==> config.mk <==
export PLATFORM = sky130hd
export DESIGN_NAME = interrupt_table_record_parser_top_flat
export DESIGN_NICKNAME = d
export VERILOG_FILES = /design/src/rtl/core/itrp_pkg.sv /design/src/rtl/core/itrp_if.sv /design/src/rtl/core/interrupt_table_record_parser_top.sv /design/src/flat_wrapper.sv
export SDC_FILE = /design/constraint.sdc
export NUM_CORES = 1
export LEC_CHECK = 0
export ABC_AREA = 0
export ABC_CLOCK_PERIOD_IN_PS = 21000
export CORE_ASPECT_RATIO = 1.75
export CORE_MARGIN = 2
export CORE_UTILIZATION = 40
export CTS_BUF_LIST = sky130_fd_sc_hd__clkbuf_8
export CTS_CLUSTER_DIAMETER = 200
export CTS_CLUSTER_SIZE = 30
export DETAILED_ROUTE_END_ITERATION = 8
export DONT_BUFFER_PORTS = 1
export GPL_ROUTABILITY_DRIVEN = 0
export PLACE_DENSITY = 0.54
export SETUP_SLACK_MARGIN = 0.02
export SYNTH_ARGS = -nofsm -noshare
export SYNTH_HDL_FRONTEND = slang
export SYNTH_SLANG_ARGS = --single-unit
export TNS_END_PERCENT = 100
==> constraint.sdc <==
create_clock -name clk -period 21 [get_ports clk]
set_clock_uncertainty 0.15 [all_clocks]
set_input_delay 2.1 -clock clk [delete_from_list [all_inputs] [get_ports clk]]
set_output_delay 2.1 -clock clk [all_outputs]
set_load 0.005 [all_outputs]
==> src/rtl/core/itrp_pkg.sv <==
// Types and constants of the interrupt table record parser.
package itrp_pkg;

	localparam int MAX_PROCESSORS     = 64;
	localparam int MAX_IO_CONTROLLERS = 16;
	localparam int REC_KEEP           = 16;
	localparam int REC_IDX_W          = $clog2(REC_KEEP);
	localparam int PROC_CNT_W         = $clog2(MAX_PROCESSORS + 1);
	localparam int IO_CNT_W           = $clog2(MAX_IO_CONTROLLERS + 1);
	localparam int SLOT_W             = 6;
	localparam int HDR_LAST_POS       = 7;
	localparam int HDR_ADDR_BYTES     = 4;
	localparam int HDR_FLAGS_POS      = 4;
	localparam int MIN_REC_LEN        = 2;
	localparam int LEGACY_IRQS        = 16;

	// Record type codes as found in the table
	localparam logic [7:0] REC_PROCESSOR     = 8'd0;
	localparam logic [7:0] REC_IO_CTRL       = 8'd1;
	localparam logic [7:0] REC_IRQ_OVERRIDE  = 8'd2;
	localparam logic [7:0] REC_ADDR_OVERRIDE = 8'd5;
	localparam logic [7:0] REC_X2_PROCESSOR  = 8'd9;

	typedef enum logic [2:0] {
		KIND_HEADER       = 3'd0,
		KIND_PROCESSOR    = 3'd1,
		KIND_IO_CTRL      = 3'd2,
		KIND_IRQ_OVERRIDE = 3'd3,
		KIND_ADDR_OVERRIDE = 3'd4
	} kind_t;

	typedef struct packed {
		logic [7:0] data_byte;
		logic       first;
		logic       last;
	} byte_item_t;

	typedef struct packed {
		kind_t              kind;
		logic [31:0]        ident_a;
		logic [31:0]        ident_b;
		logic [63:0]        address;
		logic [31:0]        gsi;
		logic               pol_low;
		logic               trig_level;
		logic               pcat_compat;
		logic [SLOT_W-1:0]  slot;
	} record_t;

endpackage

==> src/rtl/core/itrp_if.sv <==
// Stream interfaces of the interrupt table record parser: table bytes and records.
interface itrp_byte_if;
	logic       valid;
	logic       ready;
	logic [7:0] data_byte;
	logic       first;
	logic       last;

	modport source (output valid, output data_byte, output first, output last, input ready);
	modport sink (input valid, input data_byte, input first, input last, output ready);
endinterface

interface itrp_record_if;
	logic        valid;
	logic        ready;
	logic [2:0]  kind;
	logic [31:0] ident_a;
	logic [31:0] ident_b;
	logic [63:0] address;
	logic [31:0] gsi;
	logic        pol_low;
	logic        trig_level;
	logic        pcat_compat;
	logic [5:0]  slot;

	modport source (output valid, output kind, output ident_a, output ident_b, output address,
		output gsi, output pol_low, output trig_level, output pcat_compat,
		output slot, input ready);
	modport sink (input valid, input kind, input ident_a, input ident_b, input address,
		input gsi, input pol_low, input trig_level, input pcat_compat,
		input slot, output ready);
endinterface

==> src/rtl/core/interrupt_table_record_parser_top.sv <==
// Interrupt table record parser: byte stream of the table body in, decoded records out.
//
// The block takes the body of an interrupt controller description table, one byte per
// transfer, starting right after the common 36-byte header; a byte flagged first restarts
// the parse and clears all state, counts included. The first eight bytes give the local
// controller address and the flags word, and a header record leaves after the eighth.
// Every following type/length record is gathered and, on its last declared byte, turned
// into a processor, I/O controller, IRQ override or local address override record. Bytes
// beyond the sixteenth of a record are consumed but not kept; offsets past a record's
// declared length read as zero. A length byte below two, or the byte flagged last, stops
// the parse until the next first byte, and a record cut off by the end is dropped.
// Processor and I/O controller records get consecutive slots until 64 and 16 of them have
// been handed out; later ones, disabled processors, overrides for IRQ 16 and up and
// unknown types produce nothing. Filling the identity IRQ table is up to the consumer.
// Rate: one byte per clock while the output is not stalled. A byte is held in the input
// register, where the state update and record decode run, and its record (if any) is
// loaded into the output register when the byte advances. The output register decouples
// the two sides: the input register can still take a byte while a record waits, and the
// input stalls once that register also holds a byte behind a waiting record.
module interrupt_table_record_parser_top (
	input  logic                 clk,
	input  logic                 arst_n,
	itrp_byte_if.sink            table_bytes,
	itrp_record_if.source        records
);

	localparam int KEEP = itrp_pkg::REC_KEEP;
	localparam int IDXW = itrp_pkg::REC_IDX_W;
	localparam int PCW  = itrp_pkg::PROC_CNT_W;
	localparam int ICW  = itrp_pkg::IO_CNT_W;

	// Input register
	itrp_pkg::byte_item_t item_s1;
	logic                 valid_s1;
	logic                 advance;

	// Parse state
	logic [31:0]          hdr_addr_q;
	logic                 legacy_q;
	logic [7:0]           rec_q [KEEP];
	logic [7:0]           pos_q;
	logic [7:0]           len_q;
	logic                 in_header_q;
	logic                 halted_q;
	logic [PCW-1:0]       proc_cnt_q;
	logic [ICW-1:0]       io_cnt_q;

	// Next state and decode
	logic [31:0]          hdr_addr_d;
	logic                 legacy_d;
	logic [7:0]           rec_d [KEEP];
	logic [7:0]           pos_st;
	logic [7:0]           pos_d;
	logic [7:0]           len_d;
	logic                 in_header_st;
	logic                 in_header_d;
	logic                 halted_st;
	logic                 halted_d;
	logic [PCW-1:0]       proc_cnt_st;
	logic [PCW-1:0]       proc_cnt_d;
	logic [ICW-1:0]       io_cnt_st;
	logic [ICW-1:0]       io_cnt_d;
	logic                 short_len;
	logic                 rec_done;
	logic                 proc_full;
	logic                 io_full;
	logic                 res_valid;
	itrp_pkg::record_t    res;

	// Output register
	logic                 rec_valid_q;
	itrp_pkg::record_t    rec_out_q;

	// Process the held byte only when the output register is free or being taken, whether or not the byte makes a record.
	assign advance           = valid_s1 && (!rec_valid_q || records.ready);
	assign table_bytes.ready = !valid_s1 || advance;

	always_ff @(posedge clk or negedge arst_n) begin
		if (!arst_n) begin
			valid_s1 <= 1'b0;
		end else if (table_bytes.ready) begin
			valid_s1 <= table_bytes.valid;
		end
	end

	always_ff @(posedge clk) begin
		if (table_bytes.valid && table_bytes.ready) begin
			item_s1 <= '{data_byte: table_bytes.data_byte, first: table_bytes.first,
				last: table_bytes.last};
		end
	end

	always_comb begin
		// A first byte sees reset state; header and record bytes are rewritten before use.
		pos_st       = item_s1.first ? 8'd0 : pos_q;
		in_header_st = item_s1.first ? 1'b1 : in_header_q;
		halted_st    = item_s1.first ? 1'b0 : halted_q;
		proc_cnt_st  = item_s1.first ? '0 : proc_cnt_q;
		io_cnt_st    = item_s1.first ? '0 : io_cnt_q;

		hdr_addr_d  = hdr_addr_q;
		legacy_d    = legacy_q;
		rec_d       = rec_q;
		pos_d       = pos_st;
		len_d       = item_s1.first ? 8'd0 : len_q;
		in_header_d = in_header_st;
		halted_d    = halted_st;
		proc_cnt_d  = proc_cnt_st;
		io_cnt_d    = io_cnt_st;
		short_len   = 1'b0;
		rec_done    = 1'b0;
		res_valid   = 1'b0;
		res         = '0;

		proc_full = proc_cnt_st >= PCW'(itrp_pkg::MAX_PROCESSORS);
		io_full   = io_cnt_st >= ICW'(itrp_pkg::MAX_IO_CONTROLLERS);

		if (!halted_st) begin
			if (in_header_st) begin
				if (pos_st < 8'(itrp_pkg::HDR_ADDR_BYTES)) begin
					hdr_addr_d[{pos_st[1:0], 3'b000} +: 8] = item_s1.data_byte;
				end
				if (pos_st == 8'(itrp_pkg::HDR_FLAGS_POS)) begin
					legacy_d = item_s1.data_byte[0];
				end
				if (pos_st >= 8'(itrp_pkg::HDR_LAST_POS)) begin
					res_valid       = 1'b1;
					res.kind        = itrp_pkg::KIND_HEADER;
					res.address     = {32'd0, hdr_addr_d};
					res.pcat_compat = legacy_d;
					in_header_d     = 1'b0;
					pos_d           = 8'd0;
				end else begin
					pos_d = pos_st + 8'd1;
				end
			end else begin
				// Gather the record; a new one starts from zeros.
				if (pos_st == 8'd0) begin
					for (int i = 0; i < KEEP; i++) begin
						rec_d[i] = 8'd0;
					end
					rec_d[0] = item_s1.data_byte;
				end else if (pos_st < 8'(KEEP)) begin
					rec_d[pos_st[IDXW-1:0]] = item_s1.data_byte;
				end
				if (pos_st == 8'd1) begin
					len_d = item_s1.data_byte;
					if (item_s1.data_byte < 8'(itrp_pkg::MIN_REC_LEN)) begin
						short_len = 1'b1;
						halted_d  = 1'b1;
					end
				end
				if (!short_len) begin
					rec_done = (pos_st != 8'd0) && ({1'b0, pos_st} + 9'd1 == {1'b0, len_d});
					pos_d    = rec_done ? 8'd0 : pos_st + 8'd1;
				end
				if (rec_done) begin
					case (rec_d[0])
						itrp_pkg::REC_PROCESSOR: begin
							if (rec_d[4][1:0] != 2'b00 && !proc_full) begin
								res_valid   = 1'b1;
								res.kind    = itrp_pkg::KIND_PROCESSOR;
								res.ident_a = {24'd0, rec_d[3]};
								res.ident_b = {24'd0, rec_d[2]};
								res.slot    = itrp_pkg::SLOT_W'(proc_cnt_st);
								proc_cnt_d  = proc_cnt_st + PCW'(1);
							end
						end
						itrp_pkg::REC_X2_PROCESSOR: begin
							if (rec_d[8][1:0] != 2'b00 && !proc_full) begin
								res_valid   = 1'b1;
								res.kind    = itrp_pkg::KIND_PROCESSOR;
								res.ident_a = {rec_d[7], rec_d[6], rec_d[5], rec_d[4]};
								res.ident_b = {rec_d[15], rec_d[14], rec_d[13], rec_d[12]};
								res.slot    = itrp_pkg::SLOT_W'(proc_cnt_st);
								proc_cnt_d  = proc_cnt_st + PCW'(1);
							end
						end
						itrp_pkg::REC_IO_CTRL: begin
							if (!io_full) begin
								res_valid   = 1'b1;
								res.kind    = itrp_pkg::KIND_IO_CTRL;
								res.ident_a = {24'd0, rec_d[2]};
								res.address = {32'd0, rec_d[7], rec_d[6], rec_d[5], rec_d[4]};
								res.gsi     = {rec_d[11], rec_d[10], rec_d[9], rec_d[8]};
								res.slot    = itrp_pkg::SLOT_W'(io_cnt_st);
								io_cnt_d    = io_cnt_st + ICW'(1);
							end
						end
						itrp_pkg::REC_IRQ_OVERRIDE: begin
							if (rec_d[3] < 8'(itrp_pkg::LEGACY_IRQS)) begin
								res_valid      = 1'b1;
								res.kind       = itrp_pkg::KIND_IRQ_OVERRIDE;
								res.ident_a    = {24'd0, rec_d[3]};
								res.gsi        = {rec_d[7], rec_d[6], rec_d[5], rec_d[4]};
								res.pol_low    = rec_d[8][1:0] == 2'b11;
								res.trig_level = rec_d[8][3:2] == 2'b11;
							end
						end
						itrp_pkg::REC_ADDR_OVERRIDE: begin
							res_valid   = 1'b1;
							res.kind    = itrp_pkg::KIND_ADDR_OVERRIDE;
							res.address = {rec_d[11], rec_d[10], rec_d[9], rec_d[8],
								rec_d[7], rec_d[6], rec_d[5], rec_d[4]};
						end
						default: begin
							res_valid = 1'b0;
						end
					endcase
				end
			end
			// The last byte stops the parse; an unfinished record is simply dropped.
			if (item_s1.last) begin
				halted_d = 1'b1;
			end
		end
	end

	// Control state
	always_ff @(posedge clk or negedge arst_n) begin
		if (!arst_n) begin
			pos_q       <= 8'd0;
			len_q       <= 8'd0;
			in_header_q <= 1'b1;
			halted_q    <= 1'b0;
			proc_cnt_q  <= '0;
			io_cnt_q    <= '0;
		end else if (advance) begin
			pos_q       <= pos_d;
			len_q       <= len_d;
			in_header_q <= in_header_d;
			halted_q    <= halted_d;
			proc_cnt_q  <= proc_cnt_d;
			io_cnt_q    <= io_cnt_d;
		end
	end

	// Header and record bytes: always rewritten before they are read
	always_ff @(posedge clk) begin
		if (advance) begin
			hdr_addr_q <= hdr_addr_d;
			legacy_q   <= legacy_d;
			rec_q      <= rec_d;
		end
	end

	// Output register: drop the record once taken, load a new one when it is made.
	always_ff @(posedge clk or negedge arst_n) begin
		if (!arst_n) begin
			rec_valid_q <= 1'b0;
		end else if (advance && res_valid) begin
			rec_valid_q <= 1'b1;
		end else if (records.ready) begin
			rec_valid_q <= 1'b0;
		end
	end

	always_ff @(posedge clk) begin
		if (advance && res_valid) begin
			rec_out_q <= res;
		end
	end

	assign records.valid       = rec_valid_q;
	assign records.kind        = rec_out_q.kind;
	assign records.ident_a     = rec_out_q.ident_a;
	assign records.ident_b     = rec_out_q.ident_b;
	assign records.address     = rec_out_q.address;
	assign records.gsi         = rec_out_q.gsi;
	assign records.pol_low     = rec_out_q.pol_low;
	assign records.trig_level  = rec_out_q.trig_level;
	assign records.pcat_compat = rec_out_q.pcat_compat;
	assign records.slot        = rec_out_q.slot;

endmodule

==> src/flat_wrapper.sv <==
// flat-port wrapper written by rule: the top's interface ports become plain ports
module interrupt_table_record_parser_top_flat 
  (clk, arst_n, table_bytes_valid, table_bytes_data_byte, table_bytes_first, table_bytes_last, table_bytes_ready, records_valid, records_kind, records_ident_a, records_ident_b, records_address, records_gsi, records_pol_low, records_trig_level, records_pcat_compat, records_slot, records_ready);
  itrp_byte_if table_bytes_i ();
  itrp_record_if records_i ();
  input  logic clk;
  input  logic arst_n;
  input wire logic [$bits(table_bytes_i.valid)-1:0] table_bytes_valid;
  input wire logic [$bits(table_bytes_i.data_byte)-1:0] table_bytes_data_byte;
  input wire logic [$bits(table_bytes_i.first)-1:0] table_bytes_first;
  input wire logic [$bits(table_bytes_i.last)-1:0] table_bytes_last;
  output wire logic [$bits(table_bytes_i.ready)-1:0] table_bytes_ready;
  output wire logic [$bits(records_i.valid)-1:0] records_valid;
  output wire logic [$bits(records_i.kind)-1:0] records_kind;
  output wire logic [$bits(records_i.ident_a)-1:0] records_ident_a;
  output wire logic [$bits(records_i.ident_b)-1:0] records_ident_b;
  output wire logic [$bits(records_i.address)-1:0] records_address;
  output wire logic [$bits(records_i.gsi)-1:0] records_gsi;
  output wire logic [$bits(records_i.pol_low)-1:0] records_pol_low;
  output wire logic [$bits(records_i.trig_level)-1:0] records_trig_level;
  output wire logic [$bits(records_i.pcat_compat)-1:0] records_pcat_compat;
  output wire logic [$bits(records_i.slot)-1:0] records_slot;
  input wire logic [$bits(records_i.ready)-1:0] records_ready;
  assign table_bytes_i.valid = table_bytes_valid;
  assign table_bytes_i.data_byte = table_bytes_data_byte;
  assign table_bytes_i.first = table_bytes_first;
  assign table_bytes_i.last = table_bytes_last;
  assign table_bytes_ready = table_bytes_i.ready;
  assign records_valid = records_i.valid;
  assign records_kind = records_i.kind;
  assign records_ident_a = records_i.ident_a;
  assign records_ident_b = records_i.ident_b;
  assign records_address = records_i.address;
  assign records_gsi = records_i.gsi;
  assign records_pol_low = records_i.pol_low;
  assign records_trig_level = records_i.trig_level;
  assign records_pcat_compat = records_i.pcat_compat;
  assign records_slot = records_i.slot;
  assign records_i.ready = records_ready;
  interrupt_table_record_parser_top u_core (.clk(clk), .arst_n(arst_n), .table_bytes(table_bytes_i), .records(records_i));
endmodule
==> results of run 1 <==
==> layer usage <==
layer | vias to the layer above | track usage
met5 | - | 0
met4 | 0 | 0.08539
met3 | 75 | 0.02621
met2 | 452 | 0.3897
met1 | 5753 | 0.2630
li1 | 5243 | -
==> placed cells by master (no fill, tap or decap), types with 24 or more instances in the layout <==
cell type	instances
buf_4	25
mux2i_1	81
nor3_1	58
inv_1	80
edfxtp_1	335
o22ai_1	24
nand3_1	30
o21a_1	26
a22oi_1	48
nand2_1	161
nor2_1	158
or2_2	25
dfrtp_1	31
nor2b_1	26
a21oi_1	55
o21ai_0	35
==> power groups by stage <==
stage               logic, mW  clock network, mW  registers [mW]
global placement        0.272                  0           0.851
finish                  0.277              0.304           0.836
global route            0.301              0.334           0.838
CTS                     0.277              0.316           0.836
detailed placement      0.276                  0           0.852
floorplan               0.198                  0           0.847
==> through the flow <==
stage	worst slack (ps)	cells	total power, mW
after floorplan	12270	1477	1.045
after global placement	12390	1967	1.124
after detailed placement	12220	1967	1.128
after CTS	12190	1995	1.429
after global routing	11590	1996	1.473
final	12200	1996	1.416
==> kinds of logic after synthesis <==
family          Yosys count
xor+xnor                 15
mux                      89
flops                   367
fa+ha+maj                12
simple gates            554
compound gates          268
buf+inv                 172
==> layout make-up <==
type                       instances  area [µm²]  area share
multi-input combinational        938        5813      0.3204
tap                              566       708.2     0.03904
inverter                          71       266.5     0.01469
antenna                            1       2.502   0.0001379
clock buffer                      17       234.0     0.01290
timing repair buffer              25       187.7     0.01035
sequential                       367       10860      0.5987
clock inverter                    11       67.56    0.003724
==> registers in the layout, indices dropped and copies added, names as in the netlist <==
register	flops
u_core.in_header_q	1
u_core.halted_q	1
u_core.records.address	64
u_core.records.slot	6
u_core.hdr_addr_q	32
u_core.pos_q	8
u_core.records.gsi	32
u_core.records.ident_a	32
u_core.legacy_q	1
u_core.records.valid	1
u_core.rec_q	120
u_core.records.pol_low	1
u_core.len_q	8
u_core.item_s1	10
u_core.io_cnt_q	5
u_core.records.kind	3
u_core.records.ident_b	32
u_core.proc_cnt_q	7
u_core.valid_s1	1
u_core.records.trig_level	1
u_core.records.pcat_compat	1
==> worst register-to-register path: stages (launching register included) <==
cell	delay [ps]
edfxtp_1	360
buf_4	420
nand2b_1	370
ha_1	210
buf_4	290
inv_1	190
o31ai_4	720
buf_4	790
buf_4	910
mux2i_1	740
nand4_1	260
o31ai_4	190
nor3_1	80
or4_1	640
nand2_4	270
buf_4	730
buf_4	1020
==> worst paths after layout <==
kind / to / slack (ps)
max: u_core.records.address[9] / 12200
min: u_core.proc_cnt_q[6] / 360
max reg2reg: u_core.records.address[9] / 12200
min reg2reg: u_core.proc_cnt_q[6] / 360
max in group asynchronous: u_core.in_header_q / 19460
min in group asynchronous: u_core.len_q[1] / 990
==> results.toml, run 1 <==
[run_status]
outcome = "finished, final reports clean"

[critical_path]
required_ps = 21100
crit_fanout = 90
path_buf_inv = 7
cpPeakStageDelay_ps = 930
critPathLaunchType = "register"
cp_top_family = "buffers and inverters"
crit_path_cell_trace = "buf_4 > nand2b_1 > ha_1 > buf_4 > inv_1 > o31ai_4 > buf_4 > buf_4 > mux2i_1 > nand4_1 > o31ai_4 > nor3_1 > or4_1 > nand2_4 > buf_4 > buf_4"
end_kind = "register"
cp.arrival_ps = 8900
crit_slowest_cell = "buf_4"
path_class = "reg2reg"
worstSetupPathDepth = 16
r2r_cells = 16
crit_top_cell = "buf_4"
r2r_start = "u_core.item_s1[1]"
crit_start = "u_core.item_s1[1]"

[synthesis]
synth_xor_area_frac = 0.008439
synth_area_um2 = 17350
ys.flop_type = "edfxtp_1"
synth-edff-count = 335
synth_warnings = 0
synth-seq-cells = 367
synth_nets = 1503
synthArstFlopShare = 0.08719
synth_top_family_by_area = "simple AND/OR/NAND/NOR gates"
synthMuxAreaShare = 0.05193
yosysMostFrequentCell = "edfxtp_1"
synthAdderAreaFrac = 0.008656
synth-compound-area-share = 0.1065
synth.avg_cell_area_um2 = 11.74
synthCells = 1477
yosys.area.top_type = "edfxtp_1"
synth_top_area_frac = 0.5799
synth-simple-area-share = 0.1569
synth_common_cells = "edfxtp_1, nand2_1, nor2_1, mux2i_1, inv_1"
synth.area.top_cells = "edfxtp_1, mux2i_1, dfrtp_1, nand2_1, nor2_1"
seq_area_frac_synth = 0.6262
synthDistinctLibCells = 81

[sta]
rsz0062_at_grt = "no"
hold_viol_final = 0
period_needed_ps = 8802
slew_headroom = 0.1566
worst_slew_pin_slew_ps = 1255
finalSetupViolCount = 0
fin_crit_sh = 0.4192
slew_viol_final = 0
maxClockFrequency_mhz = 113.6
hold_slack_ps = 357.8
tns_ps = 0

[power_and_ir_drop]
pwr-share-clk = 0.215
cellLeakagePower_nw = 6.737
combPwrFrac = 0.195
power_density_nw_per_um2 = 78.05
peakVddDrop_mv = 0.04195
p_sw_frac = 0.3092
power_switching_uw = 437.9
p_int_uw = 978.1
pwr-share-seq = 0.590

[layout]
fillers = 4038
syn2layout_area_growth_pct = 4.580
fin_nets = 1445
utilization = 0.4210
drive_above_1_share = 0.08747
design_area_um2 = 18140

[floorplanning]
rows = 101
die_area_um2 = 45110
initial_core_util = 0.4025
core_area_um2 = 43090
pin_count = 188
fp.dieH_um = 279.5
dieWidth_um = 161.4

[global_routing]
grt_usage = 0.2166
grt_overflow = 0
grt_max_degree = 91
grt_pass1_vias = 11230
grt_pass1_wl_mm = 73.56
antenna_found_initial = 1

[routing]
ant_nets = 0
first_pass_iters = 8
drc = 0
drt_iter0_drc = 1070
avgViaCountPerCell = 5.773
wl_met1_mm = 18.94
totalWireLength_mm = 49.98
topRoutingLayerUsed = "met4"
wl_met3_mm = 2.831
route.met2.wl_mm = 26.18
wl_per_cell_um = 25.04
vias = 11520

[clock_tree]
root_buffer = "clkbuf_8"
cts_resized = 0
cts.clk_slew.worst_paths_ps = 180
htree_num_levels = 1
cts_hold_buf = 0
numClockSinks = 367
insertion_delay_ps = 610
cts_tree = "yes"
numCtsBuffers = 16
cts_setup_buffers = 0
clockBufferDepth = 3

[placement]
dpl_cell_area_um2 = 17840
hpwl_mm = 32.96
portBuffers = 0

[flow_run]
cap_violations = 0

[hold_path]
hold_depth = 2
min_path_type = "reg2reg"
min-delay-start = "u_core.proc_cnt_q[6]"
Power figures use the tool's default switching activity.
==> run 2, diff against run 1 <==
--- a/config.mk
+++ b/config.mk
@@ -6,7 +6,7 @@
 export NUM_CORES = 1
 export LEC_CHECK = 0
 export ABC_AREA = 0
-export ABC_CLOCK_PERIOD_IN_PS = 21000
+export ABC_CLOCK_PERIOD_IN_PS = 8800
 export CORE_ASPECT_RATIO = 1.75
 export CORE_MARGIN = 2
 export CORE_UTILIZATION = 40
==> constraint.sdc (replaced) <==
create_clock -name clk -period 8.8 [get_ports clk]
set_clock_uncertainty 0.15 [all_clocks]
set_input_delay 0.88 -clock clk [delete_from_list [all_inputs] [get_ports clk]]
set_output_delay 0.88 -clock clk [all_outputs]
set_load 0.005 [all_outputs]
==> run 2 against run 1 <==
  * Utilization is 0.13 points higher
  * Largest power group unchanged
  * Critical path depth is 2 lower
  * Worst setup slack worse by 9900 ps
  * Largest cell class unchanged
==> results.toml, run 2 (synthesized netlist as in run 1, its figures left out) <==
[placement]
pre_cts_ws_ps = 2433
dpl_cell_area_um2 = 17860
hpwl_mm = 33.26
dpl.cell_count = 1969
portBuffers = 0

[power_and_ir_drop]
power_density_nw_per_um2 = 186.5
cellLeakagePower_nw = 6.764
finalPower_mw = 3.393
peakVddDrop_mv = 0.1353

[sta]
fin_crit_sh = 0.7356
tns_ps = 0
finalSetupViolCount = 0
maxClockFrequency_mhz = 154.5
worst_slew_pin_slew_ps = 1161
slew_headroom = 0.2199
hold_viol_final = 0
period_needed_ps = 6474
hold_slack_ps = 223.0
worst_slack_ps = 2326
slew_viol_final = 0
rsz0062_at_grt = "no"

[clock_tree]
cts.clk_slew.worst_paths_ps = 170
insertion_delay_ps = 620
root_buffer = "clkbuf_8"
htree_num_levels = 1
numCtsBuffers = 16
numClockSinks = 367
cts_setup_buffers = 0
cts_resized = 0
cts_tree = "yes"
clockBufferDepth = 3

[critical_path]
path_buf_inv = 5
cp.arrival_ps = 6600
crit_slowest_cell = "nand2_4"
required_ps = 8930
cpPeakStageDelay_ps = 650
path_class = "reg2reg"
cp_top_family = "simple AND/OR/NAND/NOR gates"
crit_top_cell = "buf_4"
critPathLaunchType = "register"
crit_fanout = 55
end_kind = "register"
crit_path_cell_trace = "buf_4 > nand2b_1 > ha_1 > buf_4 > inv_1 > o31ai_4 > buf_4 > mux2i_1 > nand2_1 > o31ai_4 > nor3_1 > or4_1 > nand2_4 > buf_4"

[floorplanning]
pin_count = 188
initial_core_util = 0.4025
dieWidth_um = 161.4
rows = 101
core_area_um2 = 43090
die_area_um2 = 45110
fp.dieH_um = 279.5

[global_routing]
antenna_found_initial = 1
grt_pass1_vias = 11450
grt_overflow = 0
grt_pass1_wl_mm = 73.97
grt_max_degree = 95
grt_usage = 0.2168

[layout]
final_common_cell = "edfxtp_1"
largest_reg_flops = 120
fillers = 4066
top_register = "u_core.rec_q"
utilization = 0.4223
fin_nets = 1449
fin_cells = 2000
design_area_um2 = 18200
drive_above_1_share = 0.08932
syn2layout_area_growth_pct = 4.912
mostFrequentLayoutCells = "edfxtp_1, nand2_1, nor2_1, mux2i_1, inv_1"

[routing]
avgViaCountPerCell = 5.759
ant_nets = 0
totalWireLength_mm = 49.86
drt_iter0_drc = 1017
first_pass_iters = 5
vias = 11520
wl_per_cell_um = 24.93
drc = 0

[hold_path]
min_path_type = "in2reg"

[run_status]
outcome = "finished, final reports clean"

[flow_run]
cap_violations = 0
==> run 2: path summary, 6_finish.rpt <==
kind	startpoint	endpoint	slack [ps]	cells past startpoint
min in group asynchronous	arst_n	u_core.pos_q[3]	550	2
hold reg to reg	u_core.io_cnt_q[1]	u_core.io_cnt_q[1]	360	1
setup / recovery	u_core.item_s1[1]	u_core.records.ident_a[31]	2330	14
setup reg to reg	u_core.item_s1[1]	u_core.records.ident_a[31]	2330	14
max in group asynchronous	arst_n	u_core.in_header_q	7710	2
hold / removal	table_bytes_data_byte[1]	u_core.item_s1[3]	220	0
==> run 2: timing repair <==
action / 4_1_cts / 5_1_grt
hold buffers: 2 / 0
setup endpoints to repair: 0 / 0
hold endpoints to repair: 32 / 0
==> run 2: area by class of cell <==
type / count / area [µm²] / area share
sequential: 367 / 10860 / 0.5968
multi-input combinational: 938 / 5813 / 0.3194
tap: 566 / 708.2 / 0.03891
inverter: 71 / 266.5 / 0.01464
timing repair buffer: 29 / 245.2 / 0.01348
clock buffer: 17 / 234.0 / 0.01286
clock inverter: 11 / 67.56 / 0.003713
antenna: 1 / 2.502 / 0.0001375
==> run 2: layer usage <==
metal	track usage	share of wire
met1	0.2644	0.39
met2	0.3937	0.53
met5	0	0
met4	0.07967	0.037
met3	0.02310	0.051
==> run 2: where the power goes <==
group	switching (mW)	leakage (nW)	internal [mW]
Sequential	0.0275	3.71	1.97
Clock	0.539	0.187	0.190
Combinational	0.490	2.87	0.180
Total	1.06	6.76	2.34
==> run 3, diff against run 2 <==
--- a/config.mk
+++ b/config.mk
@@ -5,8 +5,8 @@
 export SDC_FILE = /design/constraint.sdc
 export NUM_CORES = 1
 export LEC_CHECK = 0
-export ABC_AREA = 0
-export ABC_CLOCK_PERIOD_IN_PS = 8800
+export ABC_AREA = 1
+export ABC_CLOCK_PERIOD_IN_PS = 6700
 export CORE_ASPECT_RATIO = 1.75
 export CORE_MARGIN = 2
 export CORE_UTILIZATION = 40
==> constraint.sdc (replaced) <==
create_clock -name clk -period 6.7 [get_ports clk]
set_clock_uncertainty 0.15 [all_clocks]
set_input_delay 0.67 -clock clk [delete_from_list [all_inputs] [get_ports clk]]
set_output_delay 0.67 -clock clk [all_outputs]
set_load 0.005 [all_outputs]
==> run 3 against run 2 <==
  * Global-route usage increased by 2.0 points
  * Wire length increased by 10%
  * Combinational power increased by 110%
  * Critical path type unchanged
  * Critical path depth increased by 5
  * Largest cell class unchanged
  * Critical endpoint is now u_core.records.address[20]
  * Power increased by 51%
==> results.toml, run 3 <==
[run_status]
outcome = "finished, final reports clean"

[floorplanning]
core_area_um2 = 44030
pin_count = 188
die_area_um2 = 46060
rows = 102
dieWidth_um = 163.1
fp.dieH_um = 282.4
initial_core_util = 0.4024

[sta]
maxClockFrequency_mhz = 187.7
finalSetupViolCount = 0
slew_viol_final = 0
rsz0062_at_grt = "no"
hold_slack_ps = 64.56
hold_viol_final = 0
tns_ps = 0
fin_crit_sh = 0.7950
slew_headroom = 0.2354
worst_slew_pin_slew_ps = 1143
period_needed_ps = 5327

[clock_tree]
cts_tree = "yes"
cts_resized = 0
cts_hold_buf = 12
clockBufferDepth = 3
numClockSinks = 367
root_buffer = "clkbuf_8"
cts_setup_buffers = 0
insertion_delay_ps = 630
cts.clk_slew.worst_paths_ps = 190
htree_num_levels = 1
numCtsBuffers = 16

[critical_path]
cp.arrival_ps = 5500
crit_slowest_cell = "clkinvlp_4"
required_ps = 6880
end_kind = "register"
crit_top_cell = "nand2_1"
critPathLaunchType = "register"
path_class = "reg2reg"
cpPeakStageDelay_ps = 590
crit_path_cell_trace = "inv_2 > nand2_1 > ha_1 > inv_1 > nor2_4 > nand2_4 > nand3_1 > nand2_1 > nand2_1 > inv_1 > nand2_4 > inv_4 > nor2_1 > nand3_1 > nand2_1 > nand2_1 > nand2_1 > clkinvlp_4 > buf_12"
crit_fanout = 70

[global_routing]
grt_max_degree = 78
grt_overflow = 0
grt_usage = 0.2372
antenna_found_initial = 1
grt_pass1_wl_mm = 81.29
grt_pass1_vias = 12940

[synthesis]
synth_top_area_frac = 0.5678
yosysMostFrequentCell = "nand2_1"
synthCells = 1814
seq_area_frac_synth = 0.6131
synth_area_um2 = 17720
synth-seq-cells = 367
synth_nets = 1840
synth.area.top_cells = "edfxtp_1, nand2_1, nor2_1, dfrtp_1, nand3_1"
synth_common_cells = "nand2_1, edfxtp_1, nor2_1, inv_1, nand3_1"
synth-edff-count = 335
synth_warnings = 0
ys.flop_type = "edfxtp_1"
synthDistinctLibCells = 49
synth.avg_cell_area_um2 = 9.766
yosys.area.top_type = "edfxtp_1"
synthArstFlopShare = 0.08719

[layout]
fin_nets = 1816
largest_reg_flops = 120
drive_above_1_share = 0.07611
fin_cells = 2373
mostFrequentLayoutCells = "nand2_1, edfxtp_1, nor2_1, inv_1, nand3_1"
final_common_cell = "nand2_1"
top_register = "u_core.rec_q"
syn2layout_area_growth_pct = 5.876

[power_and_ir_drop]
power_density_nw_per_um2 = 273.4
combPwrFrac = 0.277
p_sw_frac = 0.3620
p_int_mw = 3.272
pwr-share-seq = 0.536
pwr-share-clk = 0.187
cellLeakagePower_nw = 6.630
peakVddDrop_mv = 0.1732
power_switching_mw = 1.857

[placement]
dpl.cell_count = 2332
portBuffers = 0
hpwl_mm = 39.25

[routing]
first_pass_iters = 6
drt_iter0_drc = 1284
totalWireLength_mm = 55.09
drc = 0
avgViaCountPerCell = 5.515
ant_nets = 0
wl_per_cell_um = 23.22
vias = 13090

[hold_path]
min_path_type = "in2reg"

[flow_run]
cap_violations = 0
[run 3: cell count changes after synthesis, sizes merged, moves of 17 or more]
cell / previous run / this run
a21oi: 55 / 72
inv: 70 / 165
mux2i: 81 / 0
nand2: 165 / 352
nand3: 31 / 123
nor2: 160 / 323
nor2b: 26 / 0
o21a: 26 / 0
o21ai: 38 / 109
o22ai: 24 / 5
o31ai: 9 / 29
or2: 26 / 4
[run 3: power by group through the flow]
stage | Combinational, mW | Clock, mW | Sequential, mW
2_1_floorplan | 1.00 | 0 | 2.78
3_3_place_gp | 1.38 | 0 | 2.80
3_5_place_dp | 1.39 | 0 | 2.80
4_1_cts | 1.41 | 0.988 | 2.75
5_1_grt | 1.57 | 1.05 | 2.76
6_report | 1.42 | 0.959 | 2.75
[run 3: per-layer routing]
metal / wire [µm] / share of wire / global-route usage
met5: 0 / 0 / 0
met4: 2635 / 0.048 / 0.1055
met3: 3056 / 0.055 / 0.02845
met2: 29410 / 0.53 / 0.4409
met1: 19990 / 0.36 / 0.2707
[run 3: kinds of logic after synthesis]
kind of cell / Yosys count / synth area share
AO/OA/AOI/OAI: 262 / 0.08638
adder cells (fa/ha/maj): 12 / 0.008475
XOR/XNOR: 5 / 0.002472
flip-flops: 367 / 0.6131
AND/OR/NAND/NOR: 906 / 0.2274
buffers and inverters: 262 / 0.06215
[run 3: final timing paths]
| check | startpoint | endpoint | slack [ps] | cells after the start |
|---|---|---|---|---|
| worst min register to register | u_core.in_header_q | u_core.in_header_q | 360 | 1 |
| worst max-delay path | u_core.item_s1[1] | u_core.records.address[20] | 1370 | 19 |
| worst max register to register | u_core.item_s1[1] | u_core.records.address[20] | 1370 | 19 |
| max in group asynchronous | arst_n | u_core.in_header_q | 5770 | 2 |
| worst min-delay path | table_bytes_valid | u_core.valid_s1 | 60 | 2 |
| min in group asynchronous | arst_n | u_core.len_q[6] | 320 | 2 |
[run 3: layout make-up]
class / instances / area (µm²)
Antenna cell: 1 / 2.502
Clock inverter: 11 / 67.56
Inverter: 174 / 661.9
Fill cell: 4312 / 25270
Tap cell: 572 / 715.7
Sequential cell: 367 / 10860
Timing Repair Buffer: 46 / 435.4
Clock buffer: 17 / 234.0
Multi-Input combinational cell: 1185 / 5778
[run 3: worst max-delay path, delay by kind of cell, from the launching register on]
family | cells | cell delay, ps
adders and majority gates | 1 | 290
DFF | 1 | 500
buffers and inverters | 6 | 1910
and+or+nand+nor | 12 | 2070
[run 3: per-stage QoR]
step / worst slack [ps] / cell area (µm²) / power (mW) / util
finish: 1373 / 18760 / 5.129 / 0.4260
global route: 896.6 / 18760 / 5.383 / 0.4260
CTS: 1419 / 18750 / 5.148 / 0.4259
detailed placement: 1472 / 18320 / 4.194 / 0.4161
global placement: 1633 / 18320 / 4.182 / 0.4161
floorplan: 343.2 / 17720 / 3.786 / -
